File: src/hw/rtl/bttf_pkg.sv
`timescale 1ns / 1ps

package bttf_pkg;

   // Field widths of the request, response and CSR port.
   localparam int ACT_W      = 2;
   localparam int CLS_W      = 4;
   localparam int TGT_W      = 32;
   localparam int MEAS_W     = 44;
   localparam int THR_W      = 13;
   localparam int STEP_W     = 7;
   localparam int CSR_W      = 13;

   // Measured bytes/s to MB/s.
   localparam int RATE_SHIFT = 20;
   localparam int RATE_W     = MEAS_W - RATE_SHIFT;

   localparam int BAND_HI_W  = 33;

   // Divide-by-100 unit: the product target * step is split into 8-bit digits.
   localparam int PROD_W     = TGT_W + STEP_W;
   localparam int DIV_DIGIT  = 8;
   localparam int DIV_STEPS  = (PROD_W + DIV_DIGIT - 1) / DIV_DIGIT;
   localparam int DIV_W      = DIV_STEPS * DIV_DIGIT;
   localparam int DIV_CNT_W  = $clog2(DIV_STEPS);
   localparam int QUO_W      = 33;
   localparam int REM_W      = 7;
   localparam logic [REM_W:0] PCT_DEN = 8'd100;

   localparam logic [STEP_W-1:0] STEP_PCT_MAX = 7'd100;
   localparam logic [STEP_W-1:0] STEP_RESET   = 7'd10;
   localparam logic [THR_W-1:0]  LIMIT_RESET  = 13'd90;

   localparam logic [TGT_W-1:0]     U32_MAX  = '1;
   localparam logic [BAND_HI_W-1:0] HIGH_MAX = '1;
   localparam logic [THR_W-1:0]     THR_MAX  = '1;

   // At most this many writes leave one flush.
   localparam int MAX_OUT = 16;
   localparam int CNT_W   = $clog2(MAX_OUT + 1);

   typedef enum logic [ACT_W-1:0] {
      ACT_SET_TARGET,
      ACT_SAMPLE,
      ACT_FLUSH,
      ACT_RESET_THR
   } action_type;

   typedef enum logic {
      CSR_STEP_PERCENT,
      CSR_THROTTLE_LIMIT
   } csr_index_type;

   typedef enum logic [2:0] {
      ST_IDLE,
      ST_READ,
      ST_DIVIDE,
      ST_RESPOND,
      ST_SCAN,
      ST_EMIT
   } state_type;

   typedef struct packed {
      logic [TGT_W-1:0]     target;
      logic [TGT_W-1:0]     band_low;
      logic [BAND_HI_W-1:0] band_high;
   } band_entry_type;

   localparam band_entry_type BAND_RESET = '{
      target:    U32_MAX,
      band_low:  U32_MAX,
      band_high: {1'b0, U32_MAX}
   };

   typedef struct packed {
      logic             done;
      logic [QUO_W-1:0] quotient;
      logic             rem_nonzero;
   } div_result_type;

endpackage

File: src/hw/rtl/bttf_ram.sv
`timescale 1ns / 1ps

module bttf_ram #(
   parameter int WIDTH = 13,
   parameter int DEPTH = 16,
   localparam int ADDR_W = (DEPTH > 1) ? $clog2(DEPTH) : 1
) (
   input  logic              clock,
   input  logic              wr_en,
   input  logic [ADDR_W-1:0] wr_addr,
   input  logic [WIDTH-1:0]  wr_data,
   input  logic              rd_en,
   input  logic [ADDR_W-1:0] rd_addr,
   output logic [WIDTH-1:0]  rd_data
);

   logic [WIDTH-1:0] mem [DEPTH];
   logic [WIDTH-1:0] rd_data_ff;

   always_ff @(posedge clock) begin
      if (wr_en) begin
         mem[wr_addr] <= wr_data;
      end
   end

   always_ff @(posedge clock) begin
      if (rd_en) begin
         rd_data_ff <= mem[rd_addr];
      end
   end

   assign rd_data = rd_data_ff;

endmodule

File: src/hw/rtl/bttf_div100.sv
`timescale 1ns / 1ps

module bttf_div100 (
   input  logic                          clock,
   input  logic                          reset,
   input  logic                          start,
   input  logic [bttf_pkg::PROD_W-1:0]   dividend,
   output bttf_pkg::div_result_type      result
);

   import bttf_pkg::*;

   localparam logic [DIV_CNT_W-1:0] DIV_LAST = DIV_CNT_W'(DIV_STEPS - 1);

   logic [DIV_W-1:0]     work_ff, work_in;
   logic [REM_W-1:0]     rem_ff, rem_in;
   logic [REM_W:0]       trial;
   logic [DIV_CNT_W-1:0] cnt_ff;
   logic                 busy_ff;
   logic                 done_ff;

   // Restoring division by 100, one 8-bit digit per cycle. The remainder
   // stays below 100, so each bit step is an 8-bit compare and subtract.
   always_comb begin
      work_in = work_ff;
      rem_in  = rem_ff;
      trial   = '0;
      for (int k = 0; k < DIV_DIGIT; k++) begin
         trial   = {rem_in, work_in[DIV_W-1]};
         work_in = {work_in[DIV_W-2:0], 1'b0};
         if (trial >= PCT_DEN) begin
            rem_in     = REM_W'(trial - PCT_DEN);
            work_in[0] = 1'b1;
         end else begin
            rem_in = trial[REM_W-1:0];
         end
      end
   end

   always_ff @(posedge clock) begin
      if (reset) begin
         busy_ff <= 1'b0;
         done_ff <= 1'b0;
         cnt_ff  <= '0;
      end else begin
         done_ff <= 1'b0;
         if (start) begin
            busy_ff <= 1'b1;
            cnt_ff  <= '0;
         end else if (busy_ff) begin
            if (cnt_ff == DIV_LAST) begin
               busy_ff <= 1'b0;
               done_ff <= 1'b1;
            end else begin
               cnt_ff <= cnt_ff + 1'b1;
            end
         end
      end
   end

   always_ff @(posedge clock) begin
      if (start) begin
         work_ff <= DIV_W'(dividend);
         rem_ff  <= '0;
      end else if (busy_ff) begin
         work_ff <= work_in;
         rem_ff  <= rem_in;
      end
   end

   assign result.done        = done_ff;
   assign result.quotient    = work_ff[QUO_W-1:0];
   assign result.rem_nonzero = |rem_ff;

endmodule

File: src/hw/rtl/bandwidth_throttle_feedback_core.sv
`timescale 1ns / 1ps

// Per-class bandwidth throttle controller. Each class has a table entry with a
// target in MB/s, a low and a high band around it, a throttle level and a dirty
// mark. A set-target item stores a new target and derives the bands as
// target * (100 -/+ step_percent) / 100; a sample item converts a measured
// rate in bytes/s to MB/s and moves the throttle by one step when the rate
// leaves the band; a flush item returns one throttle write per dirty entry in
// class order (at most 16, the final one flagged last); a reset item zeroes
// every throttle and marks every entry dirty. Every item except a flush with
// dirty entries answers with a single result that carries no write. Targets
// and bands live in one synchronous RAM and throttles in a second; per-entry
// valid flags stand in for the reset values, so no clearing pass is needed
// after reset. One item is processed at a time: a sample passes through accept,
// RAM read and respond; a set target that changes the target also passes the
// 5-step divide-by-100 unit between read and respond, and one that does not
// skips it; a reset item and a flush with nothing dirty go from accept straight
// to respond; any other flush accepts, then steps past each clean entry and
// reads and emits each write in turn through the single throttle RAM read port.
// A stalled response channel holds the respond and emit steps. The next item may
// be accepted while the last result still waits in the output register.
module bandwidth_throttle_feedback_core #(
   parameter int NUM_CLASSES = 16
) (
   input  logic                              clock,
   input  logic                              reset,

   input  logic                              req_valid,
   output logic                              req_ready,
   input  logic [bttf_pkg::ACT_W-1:0]        req_action,
   input  logic [bttf_pkg::CLS_W-1:0]        req_class_index,
   input  logic [bttf_pkg::TGT_W-1:0]        req_target_mbps,
   input  logic [bttf_pkg::MEAS_W-1:0]       req_measured_rate,

   output logic                              rsp_valid,
   input  logic                              rsp_ready,
   output logic                              rsp_has_write,
   output logic [bttf_pkg::CLS_W-1:0]        rsp_write_class,
   output logic [bttf_pkg::THR_W-1:0]        rsp_write_throttle,
   output logic                              rsp_last,

   input  logic                              csr_write_en,
   input  bttf_pkg::csr_index_type           csr_index,
   input  logic [bttf_pkg::CSR_W-1:0]        csr_wdata
);

   import bttf_pkg::*;

   localparam int IDX_W  = (NUM_CLASSES > 1) ? $clog2(NUM_CLASSES) : 1;
   localparam int BAND_W = $bits(band_entry_type);
   localparam logic [CNT_W-1:0] CNT_LAST = CNT_W'(MAX_OUT - 1);

   // Control state.
   state_type            state_ff, state_in;
   logic [NUM_CLASSES-1:0] dirty_ff, dirty_in;
   logic [NUM_CLASSES-1:0] band_vld_ff, band_vld_in;
   logic [NUM_CLASSES-1:0] thr_vld_ff, thr_vld_in;
   logic [IDX_W-1:0]     idx_ff, idx_in;
   logic [CNT_W-1:0]     cnt_ff, cnt_in;
   logic                 out_vld_ff, out_vld_in;

   // Configuration.
   logic [STEP_W-1:0]    step_ff;
   logic [THR_W-1:0]     limit_ff;

   // Captured item.
   action_type           act_ff;
   logic [CLS_W-1:0]     cls_ff;
   logic [TGT_W-1:0]     tgt_ff;
   logic [RATE_W-1:0]    rate_ff;

   // Valid flags that travel with the RAM read data.
   logic                 band_rv_ff;
   logic                 thr_rv_ff;

   // Output register payload.
   logic                 out_has_write_ff, out_has_write_in;
   logic [CLS_W-1:0]     out_class_ff, out_class_in;
   logic [THR_W-1:0]     out_thr_ff, out_thr_in;
   logic                 out_last_ff, out_last_in;

   logic                 req_fire;
   action_type           req_act;
   logic                 in_range;
   logic                 req_rw;
   logic [IDX_W-1:0]     req_addr;
   logic [IDX_W-1:0]     cls_addr;
   logic                 out_free;
   logic                 out_load;

   logic                 band_rd_en;
   logic                 band_wr_en;
   band_entry_type       band_rd;
   band_entry_type       band_cur;
   band_entry_type       band_new;

   logic                 thr_rd_en;
   logic [IDX_W-1:0]     thr_rd_addr;
   logic                 thr_wr_en;
   logic [THR_W-1:0]     thr_rd;
   logic [THR_W-1:0]     thr_cur;
   logic [THR_W-1:0]     thr_new;
   logic [THR_W:0]       thr_sum;
   logic [THR_W-1:0]     step_thr;

   logic                 rise;
   logic                 fall;
   logic                 target_same;

   logic                 div_start;
   logic [PROD_W-1:0]    product;
   div_result_type       div_res;
   logic [TGT_W+1:0]     high_sum;
   logic [TGT_W-1:0]     low_sub;

   logic [NUM_CLASSES-1:0] dirty_above;
   logic                 flush_last;

   // ------------------------------------------------------------------
   // Request decode
   // ------------------------------------------------------------------
   assign req_ready = (state_ff == ST_IDLE);
   assign req_fire  = req_valid && req_ready;
   assign req_act   = action_type'(req_action);
   assign in_range  = (int'(req_class_index) < NUM_CLASSES);
   // Set and sample read the entry; out-of-table classes are ignored.
   assign req_rw    = in_range && ((req_act == ACT_SET_TARGET) || (req_act == ACT_SAMPLE));
   assign req_addr  = IDX_W'(req_class_index);
   assign cls_addr  = IDX_W'(cls_ff);

   assign out_free  = !out_vld_ff || rsp_ready;

   // ------------------------------------------------------------------
   // Table memories
   // ------------------------------------------------------------------
   bttf_ram #(
      .WIDTH (BAND_W),
      .DEPTH (NUM_CLASSES)
   ) u_band_ram (
      .clock   (clock),
      .wr_en   (band_wr_en),
      .wr_addr (cls_addr),
      .wr_data (band_new),
      .rd_en   (band_rd_en),
      .rd_addr (req_addr),
      .rd_data (band_rd)
   );

   bttf_ram #(
      .WIDTH (THR_W),
      .DEPTH (NUM_CLASSES)
   ) u_thr_ram (
      .clock   (clock),
      .wr_en   (thr_wr_en),
      .wr_addr (cls_addr),
      .wr_data (thr_new),
      .rd_en   (thr_rd_en),
      .rd_addr (thr_rd_addr),
      .rd_data (thr_rd)
   );

   // An entry that was never written since reset reads as its reset value.
   // The throttle flags are also cleared by a reset item.
   assign band_cur = band_rv_ff ? band_rd : BAND_RESET;
   assign thr_cur  = thr_rv_ff ? thr_rd : '0;

   // ------------------------------------------------------------------
   // Sample datapath
   // ------------------------------------------------------------------
   assign step_thr = THR_W'(step_ff);
   assign rise     = (BAND_HI_W'(rate_ff) > band_cur.band_high) && (thr_cur < limit_ff);
   assign fall     = !rise && (TGT_W'(rate_ff) < band_cur.band_low) && (thr_cur != '0);
   assign thr_sum  = {1'b0, thr_cur} + {1'b0, step_thr};

   always_comb begin
      if (rise) begin
         thr_new = thr_sum[THR_W] ? THR_MAX : thr_sum[THR_W-1:0];
      end else begin
         thr_new = (thr_cur >= step_thr) ? (thr_cur - step_thr) : '0;
      end
   end

   // ------------------------------------------------------------------
   // Set-target datapath
   // low  = target - ceil(target * step / 100)
   // high = target + floor(target * step / 100), saturated to 33 bits
   // ------------------------------------------------------------------
   assign target_same = (tgt_ff == band_cur.target);
   assign product     = PROD_W'(tgt_ff) * PROD_W'(step_ff);

   bttf_div100 u_div (
      .clock    (clock),
      .reset    (reset),
      .start    (div_start),
      .dividend (product),
      .result   (div_res)
   );

   // The sum needs 34 bits: a large step can push it past 2^33 - 1.
   assign high_sum = (TGT_W + 2)'(tgt_ff) + (TGT_W + 2)'(div_res.quotient);
   assign low_sub  = tgt_ff - TGT_W'(div_res.quotient) - TGT_W'(div_res.rem_nonzero);

   always_comb begin
      band_new.target    = tgt_ff;
      // A step of 100 percent or more pins the low band at zero.
      band_new.band_low  = (step_ff >= STEP_PCT_MAX) ? '0 : low_sub;
      band_new.band_high = high_sum[TGT_W+1] ? HIGH_MAX : high_sum[BAND_HI_W-1:0];
   end

   // ------------------------------------------------------------------
   // Flush scan: the current write is last when the 16th write is reached
   // or no dirty entry remains above the current class.
   // ------------------------------------------------------------------
   always_comb begin
      for (int j = 0; j < NUM_CLASSES; j++) begin
         dirty_above[j] = dirty_ff[j] && (j > int'(idx_ff));
      end
   end

   assign flush_last = (cnt_ff == CNT_LAST) || !(|dirty_above);

   // ------------------------------------------------------------------
   // Next state
   // ------------------------------------------------------------------
   always_comb begin
      state_in = state_ff;
      unique case (state_ff)
         ST_IDLE: begin
            if (req_fire) begin
               if (req_rw) begin
                  state_in = ST_READ;
               end else if ((req_act == ACT_FLUSH) && (|dirty_ff)) begin
                  state_in = ST_SCAN;
               end else begin
                  state_in = ST_RESPOND;
               end
            end
         end
         ST_READ: begin
            if ((act_ff == ACT_SET_TARGET) && !target_same) begin
               state_in = ST_DIVIDE;
            end else begin
               state_in = ST_RESPOND;
            end
         end
         ST_DIVIDE: begin
            if (div_res.done) begin
               state_in = ST_RESPOND;
            end
         end
         ST_RESPOND: begin
            if (out_free) begin
               state_in = ST_IDLE;
            end
         end
         ST_SCAN: begin
            if (dirty_ff[idx_ff]) begin
               state_in = ST_EMIT;
            end
         end
         ST_EMIT: begin
            if (out_free) begin
               state_in = flush_last ? ST_IDLE : ST_SCAN;
            end
         end
         default: begin
            state_in = ST_IDLE;
         end
      endcase
   end

   // ------------------------------------------------------------------
   // Outputs of the sequencer
   // ------------------------------------------------------------------
   always_comb begin
      band_rd_en       = 1'b0;
      band_wr_en       = 1'b0;
      thr_rd_en        = 1'b0;
      thr_rd_addr      = idx_ff;
      thr_wr_en        = 1'b0;
      div_start        = 1'b0;
      out_load         = 1'b0;
      out_has_write_in = 1'b0;
      out_class_in     = '0;
      out_thr_in       = '0;
      out_last_in      = 1'b1;
      dirty_in         = dirty_ff;
      band_vld_in      = band_vld_ff;
      thr_vld_in       = thr_vld_ff;
      idx_in           = idx_ff;
      cnt_in           = cnt_ff;

      unique case (state_ff)
         ST_IDLE: begin
            if (req_fire) begin
               band_rd_en  = req_rw;
               thr_rd_en   = req_rw;
               thr_rd_addr = req_addr;
               idx_in      = '0;
               cnt_in      = '0;
               if (req_act == ACT_RESET_THR) begin
                  thr_vld_in = '0;
                  dirty_in   = '1;
               end
            end
         end
         ST_READ: begin
            if (act_ff == ACT_SAMPLE) begin
               // A taken step marks the entry dirty even when the level holds.
               if (rise || fall) begin
                  thr_wr_en            = 1'b1;
                  thr_vld_in[cls_addr] = 1'b1;
                  dirty_in[cls_addr]   = 1'b1;
               end
            end else begin
               div_start = !target_same;
            end
         end
         ST_DIVIDE: begin
            if (div_res.done) begin
               band_wr_en            = 1'b1;
               band_vld_in[cls_addr] = 1'b1;
            end
         end
         ST_RESPOND: begin
            out_load = out_free;
         end
         ST_SCAN: begin
            if (dirty_ff[idx_ff]) begin
               thr_rd_en = 1'b1;
            end else begin
               idx_in = idx_ff + 1'b1;
            end
         end
         ST_EMIT: begin
            if (out_free) begin
               out_load         = 1'b1;
               out_has_write_in = 1'b1;
               out_class_in     = CLS_W'(idx_ff);
               out_thr_in       = thr_cur;
               out_last_in      = flush_last;
               dirty_in[idx_ff] = 1'b0;
               cnt_in           = cnt_ff + 1'b1;
               if (!flush_last) begin
                  idx_in = idx_ff + 1'b1;
               end
            end
         end
         default: begin
         end
      endcase
   end

   assign out_vld_in = out_load || (out_vld_ff && !rsp_ready);

   // ------------------------------------------------------------------
   // Registers
   // ------------------------------------------------------------------
   always_ff @(posedge clock) begin
      if (reset) begin
         state_ff    <= ST_IDLE;
         dirty_ff    <= '1;
         band_vld_ff <= '0;
         thr_vld_ff  <= '0;
         idx_ff      <= '0;
         cnt_ff      <= '0;
         out_vld_ff  <= 1'b0;
         step_ff     <= STEP_RESET;
         limit_ff    <= LIMIT_RESET;
      end else begin
         state_ff    <= state_in;
         dirty_ff    <= dirty_in;
         band_vld_ff <= band_vld_in;
         thr_vld_ff  <= thr_vld_in;
         idx_ff      <= idx_in;
         cnt_ff      <= cnt_in;
         out_vld_ff  <= out_vld_in;
         if (csr_write_en) begin
            unique case (csr_index)
               CSR_STEP_PERCENT:   step_ff  <= csr_wdata[STEP_W-1:0];
               CSR_THROTTLE_LIMIT: limit_ff <= csr_wdata[THR_W-1:0];
            endcase
         end
      end
   end

   always_ff @(posedge clock) begin
      if (req_fire) begin
         act_ff  <= req_act;
         cls_ff  <= req_class_index;
         tgt_ff  <= req_target_mbps;
         rate_ff <= req_measured_rate[MEAS_W-1:RATE_SHIFT];
      end
      if (band_rd_en) begin
         band_rv_ff <= band_vld_ff[req_addr];
      end
      if (thr_rd_en) begin
         thr_rv_ff <= thr_vld_ff[thr_rd_addr];
      end
      if (out_load) begin
         out_has_write_ff <= out_has_write_in;
         out_class_ff     <= out_class_in;
         out_thr_ff       <= out_thr_in;
         out_last_ff      <= out_last_in;
      end
   end

   assign rsp_valid          = out_vld_ff;
   assign rsp_has_write      = out_has_write_ff;
   assign rsp_write_class    = out_class_ff;
   assign rsp_write_throttle = out_thr_ff;
   assign rsp_last           = out_last_ff;

endmodule

File: config.mk
export PLATFORM = sky130hd
export DESIGN_NAME = bandwidth_throttle_feedback_core
export DESIGN_NICKNAME = d
export VERILOG_FILES = /design/src/hw/rtl/bttf_pkg.sv /design/src/hw/rtl/bttf_ram.sv /design/src/hw/rtl/bttf_div100.sv /design/src/hw/rtl/bandwidth_throttle_feedback_core.sv
export SDC_FILE = /design/constraint.sdc
export NUM_CORES = 2
export LEC_CHECK = 0
export ABC_CLOCK_PERIOD_IN_PS = 9750
export BUFFER_PORTS_ARGS = -buffer_cell sky130_fd_sc_hd__buf_4
export CAP_MARGIN = 20
export CORE_AREA = 2 2 407 409
export CTS_CLUSTER_SIZE = 25
export DETAILED_ROUTE_END_ITERATION = 16
export DIE_AREA = 0 0 409 411
export PLACE_DENSITY = 0.76
export SYNTH_ARGS = -nofsm -noshare
export SYNTH_HDL_FRONTEND = slang
export SYNTH_SLANG_ARGS = --single-unit
File: constraint.sdc
create_clock -name clock -period 9.75 [get_ports clock]
set_clock_uncertainty 0.15 [all_clocks]
set_input_delay 1.95 -clock clock [delete_from_list [all_inputs] [get_ports clock]]
set_output_delay 1.95 -clock clock [all_outputs]
set_load 0.02 [all_outputs]
**Yosys cells after proc, flatten, opt, wreduce, memory -nomap -nowiden**

Memory sizes are Yosys's and may differ from the RTL's. A register that Yosys moved wholly into a read port is not among the register bits.
Cells that the tools add are included.

- Add/sub/neg operators: 16
- Multipliers: 1
- Magnitude comparators: 34
- Equal/unequal tests: 22
- Mux-type cells: 87
- Bitwise operators: 8
- Reduce and logical (&&, ||, !) cells: 58

Operator list:

| kind | count |
|---|---|
| 16-bit two-way mux | 9 |
| 97-bit two-way mux | 1 |
| 39-bit two-way mux | 2 |
| 8-bit by 7-bit greater-or-equal comparator with 1-bit output (second input constant) | 8 |
| 7-bit two-way mux | 8 |
| 7-bit subtractor (second input constant) | 8 |
| 13-bit two-way mux | 4 |
| 16-bit OR | 3 |
| 16-bit one-hot mux with 3 select lines | 1 |
| 32-bit by 7-bit multiplier with 39-bit output | 1 |
| 32-bit by 33-bit adder with 34-bit output | 1 |
| 24-bit by 33-bit > comparator with 1-bit output | 1 |
| 1-bit two-way mux | 33 |
| 33-bit two-way mux | 1 |
| 32-bit equality test | 1 |
| 4-bit > comparator (first input constant) | 8 |
| 24-bit by 32-bit < comparator with 1-bit output | 1 |
| 32-bit two-way mux | 1 |
| 16-bit one-hot mux with 2 select lines | 1 |
| 32-bit by 1-bit subtractor with 32-bit output | 1 |
| 32-bit subtractor | 1 |
| 1-bit logical AND | 24 |
| 3-bit two-way mux | 8 |
| 4-bit two-way mux | 6 |
| 47 further kinds | 93 |

- Bits in registers: 216
- Memory bits (writable): 1,760
- Bits of input ports: 101
- Output and inout port bits: 21
- Memories: 2

Memory list:

| name | words | width | rd ports | clocked after memory_dff | write ports | line | text |
|---|---|---|---|---|---|---|---|
| u_band_ram.mem | 16 | 97 | 1 | 1 | 1 | bttf_ram.sv:17 | `logic [WIDTH-1:0] mem [DEPTH];` |
| u_thr_ram.mem | 16 | 13 | 1 | 1 | 1 | bttf_ram.sv:17 |  |

**Logic depth before layout (Yosys ltp)**

- Depth in word-level cells: 18
- Mapped depth: 46
- Gate-level depth less buffers: 46

**By module**

A second synthesis with hierarchy kept.

- Cell total of the unflattened synthesis: 5,869
- Area total of the unflattened synthesis: 94,510.6 µm²

By module, submodules not included:

| module | instances | cells each | area an instance (µm²) | seq. area each (µm²) |
|---|---|---|---|---|
| bttf_ram (u_band_ram) | 1 | 2,484 | 60,838.3 | 49,517.5 |
| bandwidth_throttle_feedback_core | 1 | 2,556 | 20,707.4 | 4,113.9 |
| bttf_ram (u_thr_ram) | 1 | 355 | 8,373.0 | 6,636.4 |
| bttf_div100 | 1 | 474 | 4,591.9 | 1,431.4 |

**Least setup slack after synthesis**

No wires, ideal clock.

- Path type: register -> register
- Start: register u_div.rem_ff[2]
- End: register u_div.rem_ff[5]
- Arrival time: 9.098 ns
- Required time: 9.512 ns
- Setup slack: 0.414 ns
- Stages on the path, launching flop included: 45
- Buffers on the path: 0
- Clock period less this slack: 9.336 ns
- Path through: dfxtp_1 -> inv_1 -> ha_1 -> nor3b_2 -> o31a_2 -> xnor2_1 -> inv_1 -> ha_1 -> and3_2 -> a211o_1 -> a31oi_4 -> xnor2_1 -> ha_1 -> nand2_1 -> mux2_4 -> o211a_1 -> o22ai_2 -> inv_1 -> (+9 left out) -> o2111a_2 -> o21ai_4 -> xnor2_1 -> inv_1 -> ha_1 -> o211ai_2 -> a21o_4 -> xnor2_1 -> ha_1 -> nand2_1 -> o31ai_4 -> xnor2_1 -> ha_1 -> nand3_1 -> mux2_4 -> a31oi_4 -> o21ai_1 -> a311oi_2

- Cells in the longest elaborated chain, start to end: 16

Ends and longest elaborated chain:

| item | line | text |
|---|---|---|
| start: declaration | bttf_div100.sv:16 | `logic [REM_W-1:0] rem_ff, rem_in;` |
| start signal: assignment | bttf_div100.sv:67 | `rem_ff <= rem_in;` |
| 7-bit subtractor or 8-bit by 7-bit greater-or-equal comparator with 1-bit output (tied branches) | bttf_div100.sv:32, bttf_div100.sv:31 |  |
| 7-bit two-way mux (*) | bttf_div100.sv:31 | `if (trial >= PCT_DEN) begin` |
| 7-bit subtractor or 8-bit by 7-bit greater-or-equal comparator with 1-bit output (tied branches) | bttf_div100.sv:32, bttf_div100.sv:31 |  |
| 7-bit two-way mux (*) | bttf_div100.sv:31 |  |
| 7-bit subtractor or 8-bit by 7-bit greater-or-equal comparator with 1-bit output (tied branches) | bttf_div100.sv:32, bttf_div100.sv:31 |  |
| 7-bit two-way mux (*) | bttf_div100.sv:31 |  |
| 7-bit subtractor or 8-bit by 7-bit greater-or-equal comparator with 1-bit output (tied branches) | bttf_div100.sv:32, bttf_div100.sv:31 |  |
| 7-bit two-way mux (*) | bttf_div100.sv:31 |  |
| 8-bit by 7-bit greater-or-equal comparator with 1-bit output or 7-bit subtractor (tied branches) | bttf_div100.sv:31, bttf_div100.sv:32 |  |
| 7-bit two-way mux (*) | bttf_div100.sv:31 |  |
| 7-bit subtractor or 8-bit by 7-bit greater-or-equal comparator with 1-bit output (tied branches) | bttf_div100.sv:32, bttf_div100.sv:31 |  |
| 7-bit two-way mux (*) | bttf_div100.sv:31 |  |
| 7-bit subtractor or 8-bit by 7-bit greater-or-equal comparator with 1-bit output (tied branches) | bttf_div100.sv:32, bttf_div100.sv:31 |  |
| 7-bit two-way mux (*) | bttf_div100.sv:31 |  |
| 7-bit subtractor or 8-bit by 7-bit greater-or-equal comparator with 1-bit output (tied branches) | bttf_div100.sv:32, bttf_div100.sv:31 |  |
| 7-bit two-way mux (*) | bttf_div100.sv:31 |  |

Every way passes the cells marked *; elsewhere a longest branch is shown, timed or not.
A chain may end at the register's enable or synchronous reset.

**Final worst setup path**

Same ends and word-level chain as after synthesis.

==> results.yml <==
power:
  p_int_uw: 23160
  power.switching_uw: 14000
  sw_frac_of_total: 0.3768
  p_clk_frac: 0.207
  comb_power_share: 0.426
  p_leak_uw: 0.03511
  seqPwrFrac: 0.367
  max-vdd-ir-drop_mv: 0.7970
  power_density_mw_per_mm2: 358.7
cells_and_area:
  fin_area_mm2: 0.1036
  syn_to_final_growth_pct: 11.47
  final_common_cell: "edfxtp_1"
  mostFrequentLayoutCells: "1,992 x edfxtp_1, 551 x mux4_2, 393 x nand2_1, 302 x nor2_1, 299 x inv_1"
  drive_gt1_frac: 0.2073
  layout.nets: 6108
  fin_util: 0.6322
worst_setup_path:
  crit_slowest_cell: "a311o_2"
  crit_path_end_kind: "flop"
  cp-startpoint: "u_div.rem_ff[2]"
  reg2reg_slack_ps: 480
  cp_common_cell: "ha_1"
  crit_required_ps: 10320
  reg2reg_depth: 46
  rr_startpoint: "u_div.rem_ff[2]"
  crit_fanout: 6
  crit_type: "reg2reg"
  slowest_delay_ps: 450
  crit_arrival_ps: 9840
  crit_path_end: "u_div.rem_ff[5]"
  r2r_end: "u_div.rem_ff[5]"
  critPathLaunchType: "flop"
routing:
  vias: 51900
  totalWireLength_mm: 234.7
  ant_nets: 0
  wire_per_inst_um: 29.46
  drtIter0Drc: 6555
  drtPass1Iterations: 7
  drcViolationCount: 0
  vias_per_cell: 6.515
die:
  fp.coreArea_mm2: 0.1639
  fp.dieW_um: 409
  start_util: 0.5672
  fp.dieH_um: 411
  design.portCount: 122
  num_rows: 149
  die_area_mm2: 0.1681
global_route:
  grt_overflow: 0
  track_usage: 0.2814
  grt_max_degree: 154
  antenna_found_initial: 4
  grt_first_pass_wirelength_mm: 346.9
  first_global_vias: 52250
logic_synthesis:
  yosysTopAreaCell: "edfxtp_1"
  synthTopCellsByArea: "edfxtp_1 64%, mux4_2 13%, fa_1 3.3%, ha_1 3.3%, dfxtp_1 2.0%"
  ys_seq_elements: 2086
  synthArstFlopShare: 0
  syn_nets: 5928
  synthCells: 5430
  ys.flop_type: "edfxtp_1"
  synth-seq-area-share: 0.6639
  synth_edf_count: 1992
  syn-cell-area_mm2: 0.09294
  synth.distinct_cells: 110
  avgSynthCellArea_um2: 17.12
  yosys_warnings: 0
  synth_top_area_frac: 0.6436
min_path:
  hold_path_class: "reg2reg"
timing:
  setup_viol: 0
  drv_slew: 0
  fin_crit_sh: 0.9508
  timing.final.crit_period_ps: 9271
  fmax_mhz: 107.9
  worst_slew_pin_slew_ps: 1287
  slew_headroom: 0.1414
  hold_violations: 0
clock_tree:
  cts-root-buf: "clkbuf_16"
  cts_max_level: 4
  cts-hold-fix-buffers: 0
  cts_tree: "built"
  clockBufferDepth: 3
  worstSkewPairLatency_ps: 900
  cts_sinks: 2086
  clkTransAtPathRegs_ps: 70
  numCtsBuffers: 198
run_status:
  outcome: "completed"
placed_design:
  place_area_mm2: 0.09684
  dpl.hpwl_mm: 128.4
  place_congestion: 0.9152
  io_buffers: 101
job:
  maxCapViolations: 0
area by class of cell:
cell class	count	area, µm²
Clock inverter	123	1363
Multi-Input combinational cell	2788	29380
Antenna cell	2	5.005
Tap cell	2189	2739
Clock buffer	242	5170
Inverter	303	1141
Fill cell	11040	60270
Timing Repair Buffer	233	2102
Sequential cell	2086	61700
worst max-delay path, delay by kind of cell, from the launching register on:
kind,cells,cell delay (ps)
AO/OA/AOI/OAI,14,3450
adder cells (fa/ha/maj),8,1730
buffers and inverters,4,380
multiplexers,3,740
XOR/XNOR,6,1030
flip-flops,1,380
AND/OR/NAND/NOR,11,1300
synth_stat cells, types with 22 or more instances:
library cell  number
edfxtp_1        1992
mux4_2           551
nand2_1          393
nor2_1           319
inv_1            300
ha_1             243
clkbuf_1         199
fa_1             154
a21oi_1          150
dfxtp_1           94
o21ai_0           87
nor3_1            80
xnor2_1           73
nand3_1           70
and2_1            69
buf_1             44
xor2_1            37
nor2b_1           35
a31oi_1           33
mux2_2            32
nor4_1            30
a21o_1            29
o21a_1            27
nand2b_1          25
o21bai_1          22
per-layer routing:
metal,vias to the layer above,GRT usage,wire (µm),part of all wire
met5,-,0,0,0
met4,0,0.1091,9620,0.041
met3,505,0.05077,22420,0.096
met2,3078,0.4565,114400,0.49
met1,26850,0.3839,88190,0.38
li1,21470,-,-,-
timing repair:
item / 4_1_cts / 5_1_grt
endpoints found under the setup margin: 4 / 6
buffers inserted: 0 / 6
pin swaps: 0 / 9
gates cloned: 0 / 0
gates resized for setup: 2 / 16
flip-flops by register name, indices dropped and copies added (netlist names), 13 cells and up:
| register | cells |
|---|---|
| u_band_ram.mem | 1552 |
| u_thr_ram.mem | 208 |
| u_band_ram.rd_data | 97 |
| u_div.work_ff | 40 |
| tgt_ff | 32 |
| rate_ff | 24 |
| band_vld_ff | 16 |
| dirty_ff | 16 |
| thr_vld_ff | 16 |
| limit_ff | 13 |
| rsp_write_throttle | 13 |
| u_thr_ram.rd_data | 13 |
power groups by stage:
stage	registers [µW]	logic, µW	clock network [µW]
2_1_floorplan	13600	11100	0
3_3_place_gp	13800	15000	0
3_5_place_dp	13800	15200	0
4_1_cts	13600	15400	7780
5_1_grt	13700	17300	8090
6_report	13600	15800	7710
per-stage QoR:
| stage | std cells | setup WS (ps) | TNS [ps] | power, µW | hold slack [ps] |
|---|---|---|---|---|---|
| 2_1_floorplan | 5430 | 413.6 | 0 | 24680 | 284.8 |
| 3_3_place_gp | 7584 | -0.08349 | -0.08349 | 28740 | 294.0 |
| 3_5_place_dp | 7586 | -86.30 | -195.4 | 29050 | 297.4 |
| 4_1_cts | 7951 | 45.27 | 0 | 36760 | 306.2 |
| 5_1_grt | 7964 | -25.02 | -39.47 | 39020 | 333.8 |
| 6_report | 7966 | 479.4 | 0 | 37170 | 306.3 |
kinds of logic after synthesis:
group,Yosys count,share of synthesized area
buffers and inverters,556,0.02321
and+or+nand+nor,1127,0.05571
DFF,2086,0.6639
muxes,606,0.1402
xor gates and xnor gates,112,0.01072
adders and majority gates,397,0.06589
AOI/OAI and AO/OA,546,0.04045
worst min-delay path by stage:
| stage | depth (start not counted) | from | end |
|---|---|---|---|
| 6_report | 2 | limit_ff[5] | limit_ff[5] |
| 5_1_grt | 2 | limit_ff[10] | limit_ff[10] |
| 4_1_cts | 2 | limit_ff[2] | limit_ff[2] |
| 3_5_place_dp | 2 | limit_ff[2] | limit_ff[2] |
| 3_3_place_gp | 2 | band_vld_ff[1] | band_vld_ff[1] |
| 2_1_floorplan | 2 | band_vld_ff[10] | band_vld_ff[10] |
(Power assumes the default switching activity.)
